===== src/sv/cmfs_pkg.sv =====
package cmfs_pkg;

    localparam int COMPONENT_BITS      = 16;
    localparam int UV_BITS             = 16;
    // One extra quotient bit covers a ratio of exactly +1, which saturates.
    localparam int QUOT_BITS           = UV_BITS + 1;
    localparam int REM_BITS            = COMPONENT_BITS + 1;
    localparam int DIV_STEPS_PER_STAGE = 2;

    localparam logic [2:0] FACE_POS_X = 3'd0;
    localparam logic [2:0] FACE_NEG_X = 3'd1;
    localparam logic [2:0] FACE_POS_Y = 3'd2;
    localparam logic [2:0] FACE_NEG_Y = 3'd3;
    localparam logic [2:0] FACE_POS_Z = 3'd4;
    localparam logic [2:0] FACE_NEG_Z = 3'd5;

    localparam logic [UV_BITS-1:0] UV_HALF = {1'b1, {(UV_BITS-1){1'b0}}};

    typedef struct packed {
        logic signed [COMPONENT_BITS-1:0] dir_x;
        logic signed [COMPONENT_BITS-1:0] dir_y;
        logic signed [COMPONENT_BITS-1:0] dir_z;
    } t_dir;

    typedef struct packed {
        logic [2:0]         face;
        logic [UV_BITS-1:0] tex_u;
        logic [UV_BITS-1:0] tex_v;
        logic               invalid;
    } t_coord;

    // First stage: the raw components, their magnitudes and the axis decision.
    typedef struct packed {
        logic signed [COMPONENT_BITS-1:0] x;
        logic signed [COMPONENT_BITS-1:0] y;
        logic signed [COMPONENT_BITS-1:0] z;
        logic [COMPONENT_BITS-1:0]        ax;
        logic [COMPONENT_BITS-1:0]        ay;
        logic [COMPONENT_BITS-1:0]        az;
        logic                             x_major;
        logic                             y_major;
        logic                             zero;
    } t_axis_stage;

    // Divider stages: twice the major magnitude is the divisor, and the
    // partial remainders and quotients of u and v travel together.
    typedef struct packed {
        logic [2:0]           face;
        logic                 invalid;
        logic [REM_BITS-1:0]  divisor;
        logic [REM_BITS-1:0]  rem_u;
        logic [REM_BITS-1:0]  rem_v;
        logic [QUOT_BITS-1:0] quot_u;
        logic [QUOT_BITS-1:0] quot_v;
    } t_div_stage;

    typedef struct packed {
        logic [REM_BITS-1:0] rem;
        logic                bit_q;
    } t_div_step;

    // One restoring division step. The first step compares the sum itself;
    // later steps shift the remainder left by one.
    function automatic t_div_step div_step(input logic [REM_BITS-1:0] rem,
                                           input logic [REM_BITS-1:0] divisor,
                                           input logic first);
        logic [REM_BITS:0] cand;
        t_div_step         res;
        cand = first ? {1'b0, rem} : {rem, 1'b0};
        if (cand >= {1'b0, divisor}) begin
            res.bit_q = 1'b1;
            res.rem   = REM_BITS'(cand - {1'b0, divisor});
        end else begin
            res.bit_q = 1'b0;
            res.rem   = cand[REM_BITS-1:0];
        end
        return res;
    endfunction

    function automatic logic [UV_BITS-1:0] sat_uv(input logic [QUOT_BITS-1:0] quot);
        return quot[QUOT_BITS-1] ? {UV_BITS{1'b1}} : quot[UV_BITS-1:0];
    endfunction

endpackage


===== src/sv/cube_map_face_select_top.sv =====
// Channel   Valid         Ready         Payload
// input     i_in_valid    o_in_ready    i_in_data  (t_dir: dir_x, dir_y, dir_z)
// output    o_out_valid   i_out_ready   o_out_data (t_coord: face, tex_u, tex_v, invalid)
//
// One transaction per cycle is accepted unless a stall at the output has filled the pipeline;
// each result passes the axis stage, the select stage and DIV_STAGES divider stages in order.
// The restoring divider yields one quotient bit per step, 17 bits deep.
// Reset is synchronous and active low; it clears only the stage valid bits.
// Each stage holds while the one after it is full and stalled, so empty stages
// keep filling while a finished result waits at the output.
module cube_map_face_select_top
    import cmfs_pkg::*;
#(
    parameter int STEPS_PER_STAGE = DIV_STEPS_PER_STAGE
) (
    input  logic   i_clk,
    input  logic   i_rst_n,
    input  logic   i_in_valid,
    output logic   o_in_ready,
    input  t_dir   i_in_data,
    output logic   o_out_valid,
    input  logic   i_out_ready,
    output t_coord o_out_data
);

    localparam int DIV_STAGES = (QUOT_BITS + STEPS_PER_STAGE - 1) / STEPS_PER_STAGE;

    logic                    r_v_a;
    t_axis_stage             r_a;
    t_axis_stage             n_a;
    logic                    w_rdy_a;

    logic [DIV_STAGES:0]     r_v_d;
    t_div_stage              r_d [DIV_STAGES+1];
    t_div_stage              n_d [DIV_STAGES+1];
    logic [DIV_STAGES:0]     w_rdy_d;

    // Axis stage: magnitudes and the major-axis decision.
    always_comb begin
        n_a.x  = i_in_data.dir_x;
        n_a.y  = i_in_data.dir_y;
        n_a.z  = i_in_data.dir_z;
        n_a.ax = i_in_data.dir_x[COMPONENT_BITS-1] ?
                 (~$unsigned(i_in_data.dir_x) + COMPONENT_BITS'(1)) : $unsigned(i_in_data.dir_x);
        n_a.ay = i_in_data.dir_y[COMPONENT_BITS-1] ?
                 (~$unsigned(i_in_data.dir_y) + COMPONENT_BITS'(1)) : $unsigned(i_in_data.dir_y);
        n_a.az = i_in_data.dir_z[COMPONENT_BITS-1] ?
                 (~$unsigned(i_in_data.dir_z) + COMPONENT_BITS'(1)) : $unsigned(i_in_data.dir_z);
        n_a.x_major = (n_a.ax >= n_a.ay) && (n_a.ax >= n_a.az);
        n_a.y_major = (n_a.ay >= n_a.az);
        n_a.zero    = (n_a.ax == '0) && (n_a.ay == '0) && (n_a.az == '0);
    end

    // Select stage: face, signed numerators, and the dividend n + m.
    always_comb begin
        logic signed [COMPONENT_BITS:0]   wx;
        logic signed [COMPONENT_BITS:0]   wy;
        logic signed [COMPONENT_BITS:0]   wz;
        logic signed [COMPONENT_BITS:0]   nu;
        logic signed [COMPONENT_BITS:0]   nv;
        logic [COMPONENT_BITS-1:0]        m;
        logic signed [COMPONENT_BITS+1:0] su;
        logic signed [COMPONENT_BITS+1:0] sv;
        wx = {r_a.x[COMPONENT_BITS-1], r_a.x};
        wy = {r_a.y[COMPONENT_BITS-1], r_a.y};
        wz = {r_a.z[COMPONENT_BITS-1], r_a.z};
        n_d[0].face    = FACE_POS_X;
        n_d[0].invalid = r_a.zero;
        if (r_a.zero) begin
            // A zero vector divides 0 + 1 by 2, which gives exactly one half.
            nu = '0;
            nv = '0;
            m  = COMPONENT_BITS'(1);
        end else if (r_a.x_major) begin
            n_d[0].face = r_a.x[COMPONENT_BITS-1] ? FACE_NEG_X : FACE_POS_X;
            nu = r_a.x[COMPONENT_BITS-1] ? wz : -wz;
            nv = wy;
            m  = r_a.ax;
        end else if (r_a.y_major) begin
            n_d[0].face = r_a.y[COMPONENT_BITS-1] ? FACE_NEG_Y : FACE_POS_Y;
            nu = wx;
            nv = r_a.y[COMPONENT_BITS-1] ? wz : -wz;
            m  = r_a.ay;
        end else begin
            n_d[0].face = r_a.z[COMPONENT_BITS-1] ? FACE_NEG_Z : FACE_POS_Z;
            nu = r_a.z[COMPONENT_BITS-1] ? -wx : wx;
            nv = wy;
            m  = r_a.az;
        end
        su = {nu[COMPONENT_BITS], nu} + $signed({2'b00, m});
        sv = {nv[COMPONENT_BITS], nv} + $signed({2'b00, m});
        n_d[0].divisor = {m, 1'b0};
        n_d[0].rem_u   = su[REM_BITS-1:0];
        n_d[0].rem_v   = sv[REM_BITS-1:0];
        n_d[0].quot_u  = '0;
        n_d[0].quot_v  = '0;
    end

    assign w_rdy_a    = !r_v_a || w_rdy_d[0];
    assign o_in_ready = w_rdy_a;

    always_ff @(posedge i_clk) begin
        if (!i_rst_n) begin
            r_v_a    <= 1'b0;
            r_v_d[0] <= 1'b0;
        end else begin
            if (w_rdy_a) begin
                r_v_a <= i_in_valid;
            end
            if (w_rdy_d[0]) begin
                r_v_d[0] <= r_v_a;
            end
        end
    end

    always_ff @(posedge i_clk) begin
        if (w_rdy_a && i_in_valid) begin
            r_a <= n_a;
        end
        if (w_rdy_d[0] && r_v_a) begin
            r_d[0] <= n_d[0];
        end
    end

    genvar k;
    generate
        for (k = 0; k < DIV_STAGES; k++) begin : g_div
            always_comb begin
                int        j;
                t_div_step su;
                t_div_step sv;
                j  = 0;
                su = '0;
                sv = '0;
                n_d[k+1] = r_d[k];
                for (int i = 0; i < STEPS_PER_STAGE; i++) begin
                    j = k * STEPS_PER_STAGE + i;
                    if (j < QUOT_BITS) begin
                        su = div_step(n_d[k+1].rem_u, r_d[k].divisor, j == 0);
                        sv = div_step(n_d[k+1].rem_v, r_d[k].divisor, j == 0);
                        n_d[k+1].rem_u = su.rem;
                        n_d[k+1].rem_v = sv.rem;
                        n_d[k+1].quot_u[QUOT_BITS-1-j] = su.bit_q;
                        n_d[k+1].quot_v[QUOT_BITS-1-j] = sv.bit_q;
                    end
                end
            end

            assign w_rdy_d[k] = !r_v_d[k] || w_rdy_d[k+1];

            always_ff @(posedge i_clk) begin
                if (!i_rst_n) begin
                    r_v_d[k+1] <= 1'b0;
                end else if (w_rdy_d[k+1]) begin
                    r_v_d[k+1] <= r_v_d[k];
                end
            end

            always_ff @(posedge i_clk) begin
                if (w_rdy_d[k+1] && r_v_d[k]) begin
                    r_d[k+1] <= n_d[k+1];
                end
            end
        end
    endgenerate

    assign w_rdy_d[DIV_STAGES] = !r_v_d[DIV_STAGES] || i_out_ready;

    assign o_out_valid        = r_v_d[DIV_STAGES];
    assign o_out_data.face    = r_d[DIV_STAGES].face;
    assign o_out_data.tex_u   = sat_uv(r_d[DIV_STAGES].quot_u);
    assign o_out_data.tex_v   = sat_uv(r_d[DIV_STAGES].quot_v);
    assign o_out_data.invalid = r_d[DIV_STAGES].invalid;

`ifndef NO_ASSERTIONS
    // The minor numerators never exceed the major magnitude, so each dividend
    // lies in [0, divisor] and the divisor is never zero.
    a_dividend_range: assert property (@(posedge i_clk) disable iff (!i_rst_n)
        r_v_d[0] |-> (r_d[0].divisor != '0) && (r_d[0].rem_u <= r_d[0].divisor) &&
                     (r_d[0].rem_v <= r_d[0].divisor))
        else $error("dividend out of range at divider entry");

    a_final_remainder: assert property (@(posedge i_clk) disable iff (!i_rst_n)
        r_v_d[DIV_STAGES] |-> (r_d[DIV_STAGES].rem_u < r_d[DIV_STAGES].divisor) &&
                              (r_d[DIV_STAGES].rem_v < r_d[DIV_STAGES].divisor))
        else $error("division did not converge");

    // A quotient of exactly one leaves all lower quotient bits clear.
    a_sat_clean: assert property (@(posedge i_clk) disable iff (!i_rst_n)
        (r_v_d[DIV_STAGES] && r_d[DIV_STAGES].quot_u[QUOT_BITS-1]) |->
            (r_d[DIV_STAGES].quot_u[UV_BITS-1:0] == '0))
        else $error("quotient above one");

    a_zero_result: assert property (@(posedge i_clk) disable iff (!i_rst_n)
        (o_out_valid && o_out_data.invalid) |->
            (o_out_data.face == FACE_POS_X) && (o_out_data.tex_u == UV_HALF) &&
            (o_out_data.tex_v == UV_HALF))
        else $error("zero vector result malformed");
`endif

endmodule


===== config.mk =====
export PLATFORM = sky130hd
export DESIGN_NAME = cube_map_face_select_top
export DESIGN_NICKNAME = d
export VERILOG_FILES = /design/src/sv/cmfs_pkg.sv /design/src/sv/cube_map_face_select_top.sv
export SDC_FILE = /design/constraint.sdc
export NUM_CORES = 2
export LEC_CHECK = 0
export BUFFER_PORTS_ARGS = -buffer_cell sky130_fd_sc_hd__buf_4
export CORE_ASPECT_RATIO = 0.75
export CORE_UTILIZATION = 40
export CTS_CLUSTER_DIAMETER = 50
export CTS_CLUSTER_SIZE = 24
export DETAILED_ROUTE_END_ITERATION = 10
export GPL_TIMING_DRIVEN = 1
export SETUP_SLACK_MARGIN = 0.5
export SLEW_MARGIN = 15
export SYNTH_ARGS = -nofsm -noshare
export SYNTH_HDL_FRONTEND = slang
export SYNTH_SLANG_ARGS = --single-unit

===== constraint.sdc =====
create_clock -name i_clk -period 15.2 [get_ports i_clk]
set_input_delay 0.76 -clock i_clk [delete_from_list [all_inputs] [get_ports i_clk]]
set_output_delay 0.76 -clock i_clk [all_outputs]
set_load 0.05 [all_outputs]

Yosys cells after proc, flatten, opt, wreduce, memory -nomap -nowiden
Memory sizes are Yosys's and may differ from the RTL's.
Cells that the tools add are included.
Word-level totals
  memories kept: 1
  logic and storage cells: 218
  bits in registers: 110
  bits of input ports: 52
  output and inout port bits: 38
  bits in writable memories: 890
Operators by class
  multiplexer cells: 77
  reduce and logical (&&, ||, !) cells: 39
  add/subtract/negate cells: 41
  $lt $le $gt $ge: 37
  bitwise operators: 3
Memories
  r_d: words 10, bits a word 89, read ports 10, clocked after memory_dff 0, wr ports 10, RTL line cube_map_face_select_top.sv:34  | t_div_stage r_d [DIV_STAGES+1];
Operators with widths (number)
  $mux W18: 34
  $sub A17 B17 Y17: 34
  $ge A18 B17 Y1: 32
  $mux W17: 9
  $mux W16: 8
  $add A16 B1 Y16 const B: 3
  $ge A16 B16 Y1: 3
  $logic_not A16 Y1: 3
  $not A16 Y16: 3
  $add A17 B17 Y17: 2
  $ge A17 B17 Y1: 2
  $neg A16 Y17: 2
  $mux W1: 23
  $logic_and A1 B1 Y1: 14
  $logic_not A1 Y1: 11
  $logic_or A1 B1 Y1: 11
  $mux W3: 3

Longest topological paths before layout
  word-level depth: 14
  mapped depth: 24
  depth with buffers taken out: 22

Worst setup path after synthesis
Ideal clock, no wire load.
  kind: input -> register
  from: in i_out_ready
  to: mem r_d[6][10] in the netlist's numbering (enable)
  arrival: 6.569 ns
  required time: 14.573 ns
  buffers on the path: 0
  stages: 3
  setup time: 0.627 ns
  path slack: 8.004 ns
  cells stage by stage: nor2b_1 > and3_1 > a21boi_0
RTL lines
  start: declaration: RTL line cube_map_face_select_top.sv:22  | input logic i_out_ready,
  end: declaration: RTL line cube_map_face_select_top.sv:34

==> impl_metrics.yaml <==
outcome:
  outcome: "finished clean"
power_and_ir_drop:
  power.density_nw_per_um2: 103
  irDropWorstVdd_mv: 0.0823
  p_leak_uw: 0.0249
yosys:
  async_flop_share_pct: 0
  synth_cell_types: 107
  yosys_warnings: 0
  seq_area_frac_synth_pct: 39.2
  synth_edf_count: 748
  synthFlopType: "edfxtp_1"
  syn-cell-area_um2: 57800
  synth_seq_cells: 759
  netlist_instances: 5659
  yosysTopAreaCellShare_pct: 38.8
  synth_fp_nets: 6344
  synth.avg_cell_area_um2: 10.2
  yosysTopAreaCell: "edfxtp_1"
  yosys-top-cells-area: "edfxtp_1, ha_1, mux2_2, xnor2_1, a21oi_1"
detailed_routing:
  drtPass1Iterations: 5
  vias: 44167
  routed_wl_mm: 165
  drt_iter0_drc: 4217
  drc_errors: 0
  avgRoutedWirePerCell_um: 21.3
  vias_per_cell: 5.71
  ant_nets: 0
setup_path:
  arrival_ps: 7180
  cp-start-kind: "flop"
  critical_path_class: "flop to flop"
  cpMaxStageDelayCell: "nand3_1"
  critPathCaptureType: "flop"
  worstPathMaxFanout: 21
  critPathMaxStageDelay_ps: 670
  critPathRequiredTime_ps: 15600
  path_cells: "inv_1 > ha_1 > nor2b_1 > o2111ai_1 > nand3_1 > a31oi_1 > o211ai_1 > a311oi_2 > buf_4 > inv_2 > mux2_2 > ha_1 > a21oi_1 > nand2_1 > a211oi_1 > o21ai_1 > o2111ai_1 > a21boi_0 > o21ai_1 > nand3_1 > mux2_2"
clocking:
  cts_max_path_buffers: 3
  clk_latency_ps: 740
  clock_sinks: 759
  cts_hold_buf: 0
  path_clk_slew_ps: 80
  cts-htree-levels: 3
  post_cts_resized: 0
  cts_buffers: 87
  cts_tree: "yes"
  postCtsSetupBuffers: 0
  root_buffer: "clkbuf_16"
final_layout:
  drive_gt1_share_pct: 12.2
  final_common_cell: "edfxtp_1"
  fill_cells: 13365
  area_growth_pct: 10.8
  final_net_count: 6452
  multi_input_area_um2: 33400
  final_cell_mix: "edfxtp_1, ha_1, nor2_1"
  seqCellArea_um2: 22700
  final_area_um2: 64100
sta:
  fin_crit_ps: 6780
  worst-slew-pin-transition_ps: 1090
  setup_violations: 0
  slew_headroom_pct: 27.4
  rsz0062_at_grt: "false"
  finalHoldViolCount: 0
  period_share_pct: 44.6
  maxSlewViolCount: 0
  fin_setup_tns_ps: 0
  fmax_mhz: 148
  finalClockSkew_ps: 92.6
placement:
  portBuffers: 89
  dp_hpwl_mm: 129
  place_area_um2: 60700
  place_congestion: 0.956
global_route:
  antenna_found_initial: 4
  grt_max_degree: 79
  grt_overflow: 0
  grt_pass1_vias: 41222
  grt_first_pass_wirelength_mm: 247
  grt_use_total_pct: 22.0
floorplanning:
  start_util_pct: 40.4
  chipHeight_um: 331
  pin_count: 90
  rows: 120
  die-area_um2: 146000
  die_x_um: 441
  core_region_area_um2: 143000
run:
  cap_violations: 0
min_path:
  hp-class: "input pin to flop"
metal layers:
| layer | global-route usage (%) | vias up | part of all wire [%] |
|---|---|---|---|
| met5 | 0 | - | 0 |
| met4 | 5.63 | 0 | 2.5 |
| met3 | 5.29 | 244 | 8.3 |
| met2 | 30.5 | 1408 | 40 |
| met1 | 33.5 | 21077 | 49 |
| li1 | - | 21438 | - |
critical path: cells and delay by family, from the launching register on:
kind | cells | cell delay [ps]
buffers and inverters | 3 | 730
multiplexers | 2 | 850
AO/OA/AOI/OAI | 10 | 2410
adder cells (fa/ha/maj) | 2 | 790
AND/OR/NAND/NOR | 4 | 1050
flip-flops | 1 | 620
kinds of logic after synthesis:
family,count (synthesis),synth area share (%)
xor gates and xnor gates,474,7.18
DFF,759,39.2
AOI/OAI and AO/OA,1521,17.6
and+or+nand+nor,1469,12.3
muxes,332,6.47
buffers and inverters,471,3.26
adders and majority gates,633,14.0
cells in the mapped netlist, types with 16 or more instances:
master,n
o31a_1,21
nand2_1,381
fa_1,20
o21ai_0,320
a31o_2,19
or3_1,50
o2111ai_1,16
a211oi_1,68
ha_1,613
o211ai_1,32
mux2_2,278
xor2_1,128
a31oi_1,39
and3_1,45
a21boi_0,22
or2_2,41
and2_1,33
a21oi_1,372
a21o_1,202
a311oi_1,18
edfxtp_1,748
o21a_1,78
nand2b_1,60
clkbuf_1,53
o41ai_1,22
nor2b_1,91
buf_2,22
nand4_1,71
nor4_1,30
o21bai_1,67
nor3_1,120
o31ai_1,43
nand3_1,93
a211o_1,22
nor2_1,395
inv_1,359
o21ai_1,23
xnor2_1,346
mux2i_1,35
final cells by class:
| cell class | instances | area share, % |
|---|---|---|
| flip-flops and latches | 759 | 35.4 |
| well taps | 1891 | 3.69 |
| inverters | 371 | 2.17 |
| clock buffers | 91 | 3.47 |
| multi-input cells | 4429 | 52.1 |
| repair buffers | 119 | 1.39 |
| diodes | 1 | 0.00390 |
| clock inverters | 73 | 1.79 |
through the flow:
stage | total power, µW | setup slack, ps | utilization [%] | hold slack [ps] | std cells
finish | 6610 | 8420 | 44.8 | 232 | 7734
global route | 6930 | 8100 | 44.8 | 189 | 7734
CTS | 6650 | 8410 | 44.8 | 168 | 7733
detailed placement | 4250 | 8460 | 42.4 | 405 | 7569
global placement | 4230 | 8530 | 42.4 | 401 | 7569
floorplan | 3870 | 8000 | - | 400 | 5659
registers in the layout, indices dropped and copies added, names as in the netlist:
| register | cells |
|---|---|
| r_v_a | 1 |
| r_d | 652 |
| n_d | 1 |
| o_out_valid | 1 |
| r_a | 95 |
| r_v_d | 9 |
power by group:
| part | internal (µW) | switching, µW |
|---|---|---|
| clock | 1250 | 1120 |
| combinational | 788 | 970 |
| sequential | 2430 | 50.2 |
worst paths after layout:
path | startpoint | to | slack (ps) | cells past startpoint
setup / recovery | r_d[5][70]$_DFFE_PP_ | r_d[6][66]$_DFFE_PP_ | 8420 | 21
setup reg to reg | r_d[5][70]$_DFFE_PP_ | r_d[6][66]$_DFFE_PP_ | 8420 | 21
hold reg to reg | r_d[8][13]$_DFFE_PP_ | r_d[9][13]$_DFFE_PP_ | 410 | 0
hold / removal | i_in_data[36] | r_a[87]$_DFFE_PP_ | 230 | 1
No activity file was read; power rests on OpenSTA's default activity.
